## config.mk

```make
export PLATFORM = sky130hd
export DESIGN_NAME = multi_motor_encoder_unwrap_tracker
export DESIGN_NICKNAME = d
export VERILOG_FILES = /design/src/rtl/mmeut_pkg.sv /design/src/rtl/mmeut_cfg_regs.sv /design/src/rtl/mmeut_unwrap.sv /design/src/rtl/mmeut_avg_div.sv /design/src/rtl/multi_motor_encoder_unwrap_tracker.sv
export SDC_FILE = /design/constraint.sdc
export NUM_CORES = 2
export LEC_CHECK = 0
export ABC_AREA = 1
export BUFFER_PORTS_ARGS = -buffer_cell sky130_fd_sc_hd__buf_2
export CORE_MARGIN = 3
export CORE_UTILIZATION = 64
export CTS_BUF_LIST = sky130_fd_sc_hd__clkbuf_4 sky130_fd_sc_hd__clkbuf_8
export CTS_CLUSTER_DIAMETER = 40
export DETAILED_ROUTE_END_ITERATION = 16
export PLACE_DENSITY = 0.82
export REMOVE_ABC_BUFFERS = 1
export SYNTH_ARGS = -nofsm -noshare
export SYNTH_HDL_FRONTEND = slang
export SYNTH_SLANG_ARGS = --single-unit
export TNS_END_PERCENT = 5
```

## constraint.sdc

```tcl
create_clock -name aclk -period 7.25 [get_ports aclk]
set_clock_uncertainty 0.1 [all_clocks]
set_input_delay 1.45 -clock aclk [delete_from_list [all_inputs] [get_ports aclk]]
set_output_delay 1.45 -clock aclk [all_outputs]
set_load 0.1 [all_outputs]
```

## src/rtl/mmeut_pkg.sv

```systemverilog
// Shared types and constants for the multi-motor encoder unwrap tracker.
// No dependencies; imported by every module of the block.
`timescale 1ns / 1ps

package mmeut_pkg;

    // Field widths fixed by the frame and result formats
    localparam int ID_W       = 11;
    localparam int POS_W      = 13;
    localparam int STEP_W     = 14;
    localparam int TURN_W     = 16;
    localparam int ABS_W      = 29;
    localparam int ANGLE_W    = 30;
    localparam int MIDX_W     = 2;
    localparam int CNT_W      = 11;
    localparam int LIMIT_W    = 10;
    localparam int CFG_IDX_W  = 2;
    localparam int CFG_DATA_W = 13;

    // One encoder turn in counts
    localparam int POS_MOD = 8192;

    localparam logic [CNT_W-1:0]         CNT_MAX  = '1;
    localparam logic signed [TURN_W-1:0] TURN_MAX = 16'sh7FFF;
    localparam logic signed [TURN_W-1:0] TURN_MIN = 16'sh8000;

    // Register indexes
    localparam logic [CFG_IDX_W-1:0] CFG_BASE_ID    = 2'd0;
    localparam logic [CFG_IDX_W-1:0] CFG_BIAS_LIMIT = 2'd1;
    localparam logic [CFG_IDX_W-1:0] CFG_WRAP_THR   = 2'd2;

    // Reset values
    localparam logic [ID_W-1:0]    BASE_ID_RST    = 11'd513;
    localparam logic [LIMIT_W-1:0] BIAS_LIMIT_RST = 10'd50;
    localparam logic [POS_W-1:0]   WRAP_THR_RST   = 13'd7500;

    typedef struct packed {
        logic [ID_W-1:0]    base_id;
        logic [LIMIT_W-1:0] bias_limit;
        logic [POS_W-1:0]   wrap_thr;
    } cfg_t;

endpackage

```

## src/rtl/mmeut_cfg_regs.sv

```systemverilog
// Configuration register file: motor base ID, bias frame limit, wrap threshold.
// Depends on mmeut_pkg.
`timescale 1ns / 1ps

module mmeut_cfg_regs (
    input  logic                             aclk,
    input  logic                             aresetn,
    input  logic                             cfg_valid,
    output logic                             cfg_ready,
    input  logic [mmeut_pkg::CFG_IDX_W-1:0]  cfg_index,
    input  logic [mmeut_pkg::CFG_DATA_W-1:0] cfg_data,
    output mmeut_pkg::cfg_t                  cfg
);
    import mmeut_pkg::*;

    cfg_t cfg_reg;

    assign cfg_ready = 1'b1;
    assign cfg       = cfg_reg;

    always_ff @(posedge aclk) begin
        if (!aresetn) begin
            cfg_reg.base_id    <= BASE_ID_RST;
            cfg_reg.bias_limit <= BIAS_LIMIT_RST;
            cfg_reg.wrap_thr   <= WRAP_THR_RST;
        end else if (cfg_valid) begin
            unique case (cfg_index)
                CFG_BASE_ID:    cfg_reg.base_id    <= cfg_data[ID_W-1:0];
                CFG_BIAS_LIMIT: cfg_reg.bias_limit <= cfg_data[LIMIT_W-1:0];
                CFG_WRAP_THR:   cfg_reg.wrap_thr   <= cfg_data[POS_W-1:0];
                default: ;
            endcase
        end
    end

endmodule

```

## src/rtl/mmeut_unwrap.sv

```systemverilog
// Position step with turn-crossing correction and saturating turn count.
// Depends on mmeut_pkg.
`timescale 1ns / 1ps

module mmeut_unwrap (
    input  logic [mmeut_pkg::POS_W-1:0]         pos,
    input  logic [mmeut_pkg::POS_W-1:0]         prev,
    input  logic [mmeut_pkg::POS_W-1:0]         thr,
    input  logic signed [mmeut_pkg::TURN_W-1:0] turns_in,
    output logic signed [mmeut_pkg::STEP_W-1:0] step,
    output logic signed [mmeut_pkg::TURN_W-1:0] turns_out
);
    import mmeut_pkg::*;

    logic signed [STEP_W:0] diff;
    logic signed [STEP_W:0] thr_s;
    logic signed [STEP_W:0] mod_s;

    assign diff  = $signed((STEP_W+1)'(pos)) - $signed((STEP_W+1)'(prev));
    assign thr_s = $signed((STEP_W+1)'(thr));
    assign mod_s = $signed((STEP_W+1)'(POS_MOD));

    always_comb begin
        turns_out = turns_in;
        priority if (diff < -thr_s) begin
            // forward across the zero mark
            step = STEP_W'(diff + mod_s);
            if (turns_in != TURN_MAX) begin
                turns_out = turns_in + $signed(TURN_W'(1));
            end
        end else if (diff > thr_s) begin
            // backward across the zero mark
            step = STEP_W'(diff - mod_s);
            if (turns_in != TURN_MIN) begin
                turns_out = turns_in - $signed(TURN_W'(1));
            end
        end else begin
            step = STEP_W'(diff);
        end
    end

endmodule

```

## src/rtl/mmeut_avg_div.sv

```systemverilog
// Ring-sum divide by the window length, truncated toward zero.
// Reciprocal multiply, two pipeline stages. Depends on mmeut_pkg.
`timescale 1ns / 1ps

module mmeut_avg_div #(
    parameter int SPEED_WINDOW = 8,
    parameter int SUM_W        = 17
) (
    input  logic                                aclk,
    input  logic                                aresetn,
    input  logic                                start,
    input  logic signed [SUM_W-1:0]             sum,
    output logic signed [mmeut_pkg::STEP_W-1:0] quot,
    output logic                                done
);
    import mmeut_pkg::*;

    // Exact for magnitudes below 2^SUM_W with K = SUM_W + ceil(log2 W)
    localparam int LOG_W  = $clog2(SPEED_WINDOW);
    localparam int DIV_K  = SUM_W + LOG_W;
    localparam int MUL_W  = DIV_K + 1;
    localparam int PROD_W = SUM_W + MUL_W;
    localparam longint unsigned DIV_M_L =
        ((64'd1 << DIV_K) + 64'(SPEED_WINDOW) - 64'd1) / 64'(SPEED_WINDOW);
    localparam logic [MUL_W-1:0] DIV_M = MUL_W'(DIV_M_L);

    logic [SUM_W-1:0]         mag;
    logic [PROD_W-1:0]        prod_reg;
    logic                     neg_reg;
    logic                     v1_reg;
    logic [STEP_W-1:0]        q_mag;
    logic signed [STEP_W-1:0] quot_reg;
    logic                     done_reg;

    assign mag   = sum[SUM_W-1] ? SUM_W'(-sum) : SUM_W'(sum);
    assign q_mag = prod_reg[DIV_K +: STEP_W];
    assign quot  = quot_reg;
    assign done  = done_reg;

    always_ff @(posedge aclk) begin
        if (start) begin
            prod_reg <= PROD_W'(mag) * PROD_W'(DIV_M);
            neg_reg  <= sum[SUM_W-1];
        end
        if (v1_reg) begin
            quot_reg <= neg_reg ? $signed(-q_mag) : $signed(q_mag);
        end
    end

    always_ff @(posedge aclk) begin
        if (!aresetn) begin
            v1_reg   <= 1'b0;
            done_reg <= 1'b0;
        end else begin
            v1_reg <= start;
            if (start) begin
                done_reg <= 1'b0;
            end else if (v1_reg) begin
                done_reg <= 1'b1;
            end
        end
    end

endmodule

```

## src/rtl/multi_motor_encoder_unwrap_tracker.sv

```systemverilog
// Top level of the multi-motor encoder unwrap tracker: frame routing, per-motor
// state memory, speed ring memory and sequencer. Depends on mmeut_pkg,
// mmeut_cfg_regs, mmeut_unwrap and mmeut_avg_div.
//
//  channel | dir | handshake            | beat payload
//  --------+-----+----------------------+-----------------------------------------
//  s_      | in  | s_valid / s_ready    | frame_id, position_word
//  m_      | out | m_valid / m_ready    | motor_index, bias_captured, step_speed,
//          |     |                      | filtered_speed, turn_count,
//          |     |                      | absolute_position, angle_counts
//  cfg_    | in  | cfg_valid / cfg_ready| cfg_index, cfg_data (always ready)
//
// Motor frame: state read at the beat, ring read, write-back, two divider stages,
// then the result loads; next beat the cycle after, so one motor frame at a time,
// other frames one per cycle while the sequencer is idle.
// Synchronous active-low reset clears control, the frame counter and per-motor
// valid bits; no memory sweep: invalid entries and unwrapped ring slots read as 0.
// A stalled m_ channel holds the sequencer in its divide step, s_ready low.
`timescale 1ns / 1ps

module multi_motor_encoder_unwrap_tracker #(
    parameter int SPEED_WINDOW = 8,
    parameter int MOTOR_COUNT  = 4
) (
    input  logic                                 aclk,
    input  logic                                 aresetn,
    // input frames
    input  logic                                 s_valid,
    output logic                                 s_ready,
    input  logic [mmeut_pkg::ID_W-1:0]           s_frame_id,
    input  logic [mmeut_pkg::POS_W-1:0]          s_position_word,
    // results
    output logic                                 m_valid,
    input  logic                                 m_ready,
    output logic [mmeut_pkg::MIDX_W-1:0]         m_motor_index,
    output logic                                 m_bias_captured,
    output logic signed [mmeut_pkg::STEP_W-1:0]  m_step_speed,
    output logic signed [mmeut_pkg::STEP_W-1:0]  m_filtered_speed,
    output logic signed [mmeut_pkg::TURN_W-1:0]  m_turn_count,
    output logic signed [mmeut_pkg::ABS_W-1:0]   m_absolute_position,
    output logic signed [mmeut_pkg::ANGLE_W-1:0] m_angle_counts,
    // configuration writes
    input  logic                                 cfg_valid,
    output logic                                 cfg_ready,
    input  logic [mmeut_pkg::CFG_IDX_W-1:0]      cfg_index,
    input  logic [mmeut_pkg::CFG_DATA_W-1:0]     cfg_data
);
    import mmeut_pkg::*;

    localparam int MI_W       = (MOTOR_COUNT > 1) ? $clog2(MOTOR_COUNT) : 1;
    localparam int SLOT_W     = (SPEED_WINDOW > 1) ? $clog2(SPEED_WINDOW) : 1;
    localparam int SUM_W      = STEP_W + $clog2(SPEED_WINDOW);
    localparam int RING_DEPTH = MOTOR_COUNT * SPEED_WINDOW;
    localparam int RING_AW    = (RING_DEPTH > 1) ? $clog2(RING_DEPTH) : 1;

    localparam logic [ID_W-1:0]    MOTOR_CNT_ID = ID_W'(MOTOR_COUNT);
    localparam logic [SLOT_W-1:0]  SLOT_LAST    = SLOT_W'(SPEED_WINDOW - 1);
    localparam logic [RING_AW-1:0] WIN_A        = RING_AW'(SPEED_WINDOW);

    // sequencer
    localparam logic [1:0] S_IDLE  = 2'd0;
    localparam logic [1:0] S_STATE = 2'd1;
    localparam logic [1:0] S_RING  = 2'd2;
    localparam logic [1:0] S_DIV   = 2'd3;

    // per-motor tracker entry
    typedef struct packed {
        logic [POS_W-1:0]         bias;
        logic [POS_W-1:0]         prev;
        logic signed [TURN_W-1:0] turns;
        logic [SLOT_W-1:0]        slot;
        logic                     wrapped;  // every ring slot written once
        logic signed [SUM_W-1:0]  sum;
    } entry_t;

    cfg_t cfg;

    logic [1:0]       fsm_reg;
    logic [1:0]       fsm_next;
    logic [CNT_W-1:0] cnt_reg;
    logic [CNT_W-1:0] cnt_next;

    // input decode
    logic            s_accept;
    logic [ID_W-1:0] id_off;
    logic            id_hit;
    logic [MI_W-1:0] m_in;
    logic            cap_in;

    // latched frame
    logic [MI_W-1:0]  m_reg;
    logic [POS_W-1:0] pos_reg;
    logic             cap_reg;

    // state memory
    entry_t                 st_mem [0:MOTOR_COUNT-1];
    entry_t                 st_rdata_reg;
    logic                   st_hit_reg;
    logic [MOTOR_COUNT-1:0] st_valid_reg;
    logic                   st_we;
    entry_t                 st_wdata;
    entry_t                 entry;

    // ring memory
    logic signed [STEP_W-1:0] ring_mem [0:RING_DEPTH-1];
    logic signed [STEP_W-1:0] ring_rdata_reg;
    logic [RING_AW-1:0]       ring_addr;
    logic [RING_AW-1:0]       ring_addr_reg;
    logic                     ring_re;
    logic                     ring_we;
    logic signed [STEP_W-1:0] ring_old;

    // tracking math
    logic signed [STEP_W-1:0] step_w;
    logic signed [TURN_W-1:0] turns_w;
    logic signed [STEP_W-1:0] step_reg;
    logic signed [TURN_W-1:0] turns_new_reg;
    logic signed [SUM_W-1:0]  sum_new;
    logic [SLOT_W-1:0]        slot_inc;

    // divider
    logic                     div_start;
    logic signed [STEP_W-1:0] div_quot;
    logic                     div_done;

    // result
    logic                      out_free;
    logic                      out_load;
    logic signed [TURN_W-1:0]  t_final;
    logic signed [STEP_W-1:0]  pos_delta;
    logic signed [ANGLE_W-1:0] angle_w;
    logic [MI_W+1:0]           m_ext;

    logic                      m_valid_reg;
    logic [MIDX_W-1:0]         m_idx_reg;
    logic                      m_cap_reg;
    logic signed [STEP_W-1:0]  m_step_reg;
    logic signed [STEP_W-1:0]  m_filt_reg;
    logic signed [TURN_W-1:0]  m_turn_reg;
    logic signed [ABS_W-1:0]   m_abs_reg;
    logic signed [ANGLE_W-1:0] m_angle_reg;

    mmeut_cfg_regs u_cfg (
        .aclk      (aclk),
        .aresetn   (aresetn),
        .cfg_valid (cfg_valid),
        .cfg_ready (cfg_ready),
        .cfg_index (cfg_index),
        .cfg_data  (cfg_data),
        .cfg       (cfg)
    );

    // ------------------------------------------------------------------
    // Input decode: counter bump and motor routing
    // ------------------------------------------------------------------
    assign s_ready  = (fsm_reg == S_IDLE);
    assign s_accept = s_valid && s_ready;
    assign cnt_next = (cnt_reg == CNT_MAX) ? cnt_reg : cnt_reg + CNT_W'(1);
    assign id_off   = s_frame_id - cfg.base_id;
    assign id_hit   = (s_frame_id >= cfg.base_id) && (id_off < MOTOR_CNT_ID);
    assign m_in     = id_off[MI_W-1:0];
    assign cap_in   = (cnt_next <= CNT_W'(cfg.bias_limit));

    always_ff @(posedge aclk) begin
        if (s_accept) begin
            m_reg   <= m_in;
            pos_reg <= s_position_word;
            cap_reg <= cap_in;
        end
    end

    // ------------------------------------------------------------------
    // State memory, read at the input beat, written back in S_RING.
    // One frame in flight, so read and write never touch the same entry
    // in overlapping cycles.
    // ------------------------------------------------------------------
    always_ff @(posedge aclk) begin
        if (st_we) begin
            st_mem[m_reg] <= st_wdata;
        end
        if (s_accept && id_hit) begin
            st_rdata_reg <= st_mem[m_in];
            st_hit_reg   <= st_valid_reg[m_in];
        end
    end

    assign entry = st_hit_reg ? st_rdata_reg : '0;

    mmeut_unwrap u_unwrap (
        .pos       (pos_reg),
        .prev      (entry.prev),
        .thr       (cfg.wrap_thr),
        .turns_in  (entry.turns),
        .step      (step_w),
        .turns_out (turns_w)
    );

    // ------------------------------------------------------------------
    // Speed ring: slot address from the entry, read in S_STATE
    // ------------------------------------------------------------------
    assign ring_addr = RING_AW'(m_reg) * WIN_A + RING_AW'(entry.slot);
    assign ring_re   = (fsm_reg == S_STATE);
    assign ring_we   = (fsm_reg == S_RING) && !cap_reg;

    always_ff @(posedge aclk) begin
        if (ring_we) begin
            ring_mem[ring_addr_reg] <= step_reg;
        end
        if (ring_re) begin
            ring_rdata_reg <= ring_mem[ring_addr];
        end
    end

    always_ff @(posedge aclk) begin
        if (ring_re) begin
            ring_addr_reg <= ring_addr;
            step_reg      <= step_w;
            turns_new_reg <= turns_w;
        end
    end

    // a slot not yet written since reset reads as zero
    assign ring_old = entry.wrapped ? ring_rdata_reg : '0;
    assign sum_new  = entry.sum + SUM_W'(step_reg) - SUM_W'(ring_old);
    assign slot_inc = (entry.slot == SLOT_LAST) ? '0 : entry.slot + SLOT_W'(1);

    always_comb begin
        st_wdata      = entry;
        st_wdata.prev = pos_reg;
        if (cap_reg) begin
            st_wdata.bias = pos_reg;
        end else begin
            st_wdata.turns   = turns_new_reg;
            st_wdata.slot    = slot_inc;
            st_wdata.wrapped = entry.wrapped || (entry.slot == SLOT_LAST);
            st_wdata.sum     = sum_new;
        end
    end

    assign st_we     = (fsm_reg == S_RING);
    assign div_start = (fsm_reg == S_RING);

    always_ff @(posedge aclk) begin
        if (!aresetn) begin
            st_valid_reg <= '0;
        end else if (st_we) begin
            st_valid_reg[m_reg] <= 1'b1;
        end
    end

    mmeut_avg_div #(
        .SPEED_WINDOW (SPEED_WINDOW),
        .SUM_W        (SUM_W)
    ) u_div (
        .aclk    (aclk),
        .aresetn (aresetn),
        .start   (div_start),
        .sum     (cap_reg ? entry.sum : sum_new),
        .quot    (div_quot),
        .done    (div_done)
    );

    // ------------------------------------------------------------------
    // Sequencer
    // ------------------------------------------------------------------
    assign out_free = !m_valid_reg || m_ready;
    assign out_load = (fsm_reg == S_DIV) && div_done && out_free;

    always_comb begin
        fsm_next = fsm_reg;
        unique case (fsm_reg)
            S_IDLE:  if (s_accept && id_hit) fsm_next = S_STATE;
            S_STATE: fsm_next = S_RING;
            S_RING:  fsm_next = S_DIV;
            S_DIV:   if (out_load) fsm_next = S_IDLE;
            default: fsm_next = S_IDLE;
        endcase
    end

    always_ff @(posedge aclk) begin
        if (!aresetn) begin
            fsm_reg <= S_IDLE;
            cnt_reg <= '0;
        end else begin
            fsm_reg <= fsm_next;
            if (s_accept) begin
                cnt_reg <= cnt_next;
            end
        end
    end

    // ------------------------------------------------------------------
    // Result assembly; entry, step and turns regs stay put until idle
    // ------------------------------------------------------------------
    assign t_final   = cap_reg ? entry.turns : turns_new_reg;
    assign pos_delta = $signed(STEP_W'(pos_reg)) - $signed(STEP_W'(entry.bias));
    assign angle_w   = cap_reg ? ANGLE_W'($signed({t_final, POS_W'(0)}))
                               : ANGLE_W'($signed({t_final, POS_W'(0)}))
                                 + ANGLE_W'(pos_delta);
    assign m_ext     = {2'b00, m_reg};

    always_ff @(posedge aclk) begin
        if (out_load) begin
            m_idx_reg   <= m_ext[MIDX_W-1:0];
            m_cap_reg   <= cap_reg;
            m_step_reg  <= cap_reg ? '0 : step_reg;
            m_filt_reg  <= cap_reg ? '0 : div_quot;
            m_turn_reg  <= t_final;
            // pos is 0..8191, so turns*8192 + pos is a plain concatenation
            m_abs_reg   <= $signed({t_final, pos_reg});
            m_angle_reg <= angle_w;
        end
    end

    always_ff @(posedge aclk) begin
        if (!aresetn) begin
            m_valid_reg <= 1'b0;
        end else if (out_load) begin
            m_valid_reg <= 1'b1;
        end else if (m_ready) begin
            m_valid_reg <= 1'b0;
        end
    end

    assign m_valid             = m_valid_reg;
    assign m_motor_index       = m_idx_reg;
    assign m_bias_captured     = m_cap_reg;
    assign m_step_speed        = m_step_reg;
    assign m_filtered_speed    = m_filt_reg;
    assign m_turn_count        = m_turn_reg;
    assign m_absolute_position = m_abs_reg;
    assign m_angle_counts      = m_angle_reg;

    // ------------------------------------------------------------------
    // Assertions
    // ------------------------------------------------------------------
    a_cnt_monotonic: assert property (@(posedge aclk) disable iff (!aresetn)
        $past(aresetn) |-> (cnt_reg >= $past(cnt_reg)))
        else $error("frame counter went backward");

    a_div_latency: assert property (@(posedge aclk) disable iff (!aresetn)
        div_start |=> ##1 div_done)
        else $error("divider result not ready two cycles after start");

    a_no_accept_busy: assert property (@(posedge aclk) disable iff (!aresetn)
        !(s_accept && (st_we || ring_re)))
        else $error("input beat taken while an entry is in flight");

    a_load_once: assert property (@(posedge aclk) disable iff (!aresetn)
        out_load |=> (fsm_reg == S_IDLE) && m_valid_reg)
        else $error("result load did not free the sequencer");

    a_ring_after_state: assert property (@(posedge aclk) disable iff (!aresetn)
        ring_re |=> st_we)
        else $error("ring read not followed by write-back");

endmodule

```

==> results by stage <==
CTS:
- The TritonCTS clock tree is done.
- The post-CTS setup buffer count is 0.
- Clock-pin slew was measured on the worst setup and hold paths at 0.06 ns.
- The clock sink total is 1002.
- Post-CTS repair changed the size of 0 cells.
- The CTS H-tree depth is 4.
- The total clock buffers created by CTS is around 160.
- Counting along the longest clock path gives a buffer depth of 3.
- In this run, post-CTS hold repair placed 0 buffers.
- The clock reaches the later pin of the worst-skew pair after 0.81 ns.
- The tree is rooted in a sky130_fd_sc_hd__clkbuf_8.

Critical path:
- The worst setup path is launched from a flip-flop.
- Counting cells, the worst reg-to-reg path comes to 27.
- The register-to-register path setup slack is 1.60 ns.
- The startpoint identified for the worst register-to-register timing path is st_hit_reg.
- The maximum fanout along the worst path is 39.
- The standard cell with the maximum stage delay on the critical path is sky130_fd_sc_hd__inv_1.
- In this design, the critical path's most frequently occurring cell is sky130_fd_sc_hd__nand2_1.
- The signal arrival time at the worst endpoint is between 6 and 7 ns.
- At the worst endpoint, the required time is 7.70 ns.
- STA classifies the critical path endpoint as a flip-flop.
- The critical path start-end classification is reg -> reg.
- The destination of the worst register-to-register timing path is turns_new_reg[4].
- The top cell family by delay on the critical path is simple AND/OR/NAND/NOR gates.
- For this run, the slowest stage of the critical path takes 0.60 ns.
- Together, buffers and inverters on the worst path number 5.

Die:
- The vertical die dimension is roughly 270 microns.
- The number of core rows is 96.
- The placeable core region is 0.0689 sq mm.
- The horizontal extent of the die is 270 microns.
- The count of boundary I/O pins is 153.
- The full die area is 0.0731 sq mm.
- The initial core utilization is about two thirds.

Pwr:
- In this run the static leakage power is about 19 nW.
- The worst-case IR drop observed on VDD is 303 uV.
- Dividing total power by cell area gives a power density of 319 mW/mm^2.

Logic synthesis:
- The proportion of synthesized chip area in sequential cells is 66.1%.
- The share of the synthesized area in compound gates (AO/OA/AOI/OAI) is 11.6%.
- The number of storage elements in the synthesis netlist is between 1k and 1.5k.
- The dominant combinational cell family by area after synthesis is simple AND/OR/NAND/NOR gates.
- The number of synthesized flops with an enable pin is 948.
- The portion of synthesized area spent on multiplexers is 0%.
- Synthesis produced 3915 cells.
- The number of warnings printed during yosys synthesis is 0.
- The post-synthesis share of cell area spent on and, or, nand and nor gates is between 10% and 20%.
- Yosys mapped the design onto 54 distinct sky130hd cell types.
- The synthesized netlist devotes 4.25% of its cell area to adder and majority cells.
- The mapped cell area is approximately 0.045 sq mm.
- Among all flip-flop cells after synthesis, the most frequent one is sky130_fd_sc_hd__edfxtp_1.
- The average footprint of a synthesized cell is approximately 11 sq um.
- The xor/xnor cell area share of the yosys netlist is about 1.4%.
- In the synthesized netlist the async set-or-reset flop fraction comes to 0%.

GRT:
- The number of global-route vias before repair is between 30k and 40k.
- Entering global routing, the biggest net connects 132 pins.
- The initial antenna violation count is 3.
- Summed over all layers, the global routing overflow is 0.
- The first-pass GRT wire length is 169 mm.
- The total global routing track utilization is 29.9%.

Timing:
- The remaining max-slew budget at the tightest pin is 19.7%.
- For this run, the top clock speed supported by timing is 0.177 GHz.
- The final setup TNS is 0 ns.
- The final clock period utilization by the worst path is about 78%.
- The number of max-slew violations in the final report is 0.
- For the pin with the worst max-slew slack, the measured transition is 1.20 ns.
- Setup repair after global routing left no endpoint under its margin.
- The number of setup violations in the final report is 0.
- The final worst slack is 1.60 ns.
- The count of final hold-check violations is 0.
- The smallest clock period supported by the final layout is computed as 5.65 ns.

Final layout:
- The multi-input combinational cells in the finished layout cover a total of 0.0131 sq mm.
- After filler insertion, the fill cell instance count of the layout stands at ~4.6k.
- The register area is ~0.03 sq mm.
- The growth of design area from synthesis to finish is 10.9%.
- The net count of the finished layout is approximately 4.3k.
- At the end of the flow the core is filled with cells to roughly 72%.
- The layout cell share with drive strength beyond 1 is approximately an eighth.
- The register with the most flip-flops in the layout has 448 of them.

Drt:
- The post-detailed-route via-to-cell ratio is 6.11.
- In this run the remaining antenna-violating nets after routing total 0.
- Summed over all nets, wire length on met2 after detailed routing comes to 52.3 mm.
- The number of search-and-repair iterations in the first detailed-routing pass is 6.
- The average detailed-routed wire length per instance is 21.2 microns.
- For this block, the initial DRC count from the detailed router was 3756.
- The routed wire length is around 110 mm.
- Detailed routing inserted a total of 31.6k vias.
- Routed signal wires occupy layers up through met5.
- Detailed routing placed a total of 12.5 mm of wire on met3.
- For this run, design rule violations remaining after detail routing come to 0.
- For this block, wires on met1 add up to approximately 41 mm.

Run status:
- The run finished with clean final reports.

Placed design:
- The number of buffer cells added on primary ports is approximately 150.
- Before CTS, the worst setup slack after placement is 1.74 ns.
- The sum of net half-perimeters after detailed placement is 65.3 mm.
- The placer congestion estimate is 0.948.

Hold path:
- The count of cells along the worst hold path is 2.
- In this run the worst hold path is classified as reg -> reg.
- The worst hold path terminates at u_cfg.cfg[29].
- The critical hold path startpoint is u_cfg.cfg[29].

Flow run:
- The max capacitance violation total is 0.
Yosys cell counts, drive strengths merged, types with 66 or more instances:
| library cell | number | area share [%] |
|---|---|---|
| a21oi | 135 | 1.5 |
| clkbuf | 126 | 1.1 |
| nand2 | 515 | 4.5 |
| inv | 323 | 2.7 |
| o22ai | 122 | 1.7 |
| ha | 120 | 3.4 |
| buf | 66 | 0.91 |
| o211ai | 68 | 1.1 |
| o21ai | 495 | 5.6 |
| nor2 | 538 | 4.6 |
| edfxtp | 948 | 64 |
| nand3 | 123 | 1.5 |
logic make-up after synthesis:
kind of cell             after synthesis
AND/OR/NAND/NOR                     1276
flip-flops                          1002
AO/OA/AOI/OAI                        910
buffers and inverters                517
adder cells (fa/ha/maj)              140
XOR/XNOR                              69
other                                  1
power breakdown:
group          internal (W)  total [W]  switching (W)
clock               0.00260    0.00478        0.00218
combinational      0.000979    0.00360        0.00262
sequential          0.00725    0.00744       0.000186
total                0.0108     0.0158        0.00498
cell type report:
class                      count  area share, %
sequential                  1002           59.6
clock buffer                 219           5.42
clock inverter                68          0.997
multi-input combinational   2396           26.5
tap                          931           2.35
antenna                        1        0.00505
timing repair buffer         223           2.67
inverter                     325           2.48
tightest hold or removal path: stages, from the launching register on:
cell                      delay, ns
sky130_fd_sc_hd__dfxtp_1       0.29
sky130_fd_sc_hd__inv_1         0.06
sky130_fd_sc_hd__a21oi_1       0.06
through the flow:
step / cell area (sq um) / power, W / instances / hold slack, ns
after CTS: 49600 / 0.0158 / 5164 / 0.362
after floorplan: 43800 / 0.00988 / 3723 / 0.333
after global routing: 49600 / 0.0165 / 5165 / 0.385
after detailed placement: 46400 / 0.0111 / 4877 / 0.354
after global placement: 46400 / 0.0109 / 4877 / 0.344
final: 49600 / 0.0158 / 5165 / 0.360
metal layers:
| metal | GRT usage, % | up-vias |
|---|---|---|
| met3 | 6.94 | 302 |
| met4 | 12.5 | 4 |
| li1 | - | 14400 |
| met1 | 39.4 | 15000 |
| met5 | 0 | - |
| met2 | 48.3 | 1895 |
how the worst max path moves through the flow:
stage,start,end,slack (ns),cells after the start
after global placement,st_hit_reg,turns_new_reg[4],1.91,23
after CTS,st_hit_reg,turns_new_reg[4],1.71,27
final,st_hit_reg,turns_new_reg[4],1.60,27
after detailed placement,st_hit_reg,turns_new_reg[4],1.74,23
after global routing,st_hit_reg,turns_new_reg[4],1.15,23
after floorplan,st_hit_reg,st_mem[0][20],0.31,6
layout by cell type, fill, tap and decap left out, types with 68 or more instances in the layout:
cell and instances:
sky130_fd_sc_hd__edfxtp_1 948, sky130_fd_sc_hd__nor2_1 526, sky130_fd_sc_hd__nand2_1 493, sky130_fd_sc_hd__o21ai_0 489, sky130_fd_sc_hd__inv_1 310, sky130_fd_sc_hd__clkbuf_8 167, sky130_fd_sc_hd__buf_2 151, sky130_fd_sc_hd__a21oi_1 133
sky130_fd_sc_hd__o22ai_1 122, sky130_fd_sc_hd__ha_1 118, sky130_fd_sc_hd__nand3_1 116, sky130_fd_sc_hd__buf_4 70, sky130_fd_sc_hd__o211ai_1 68
Power figures use the tool's default switching activity.
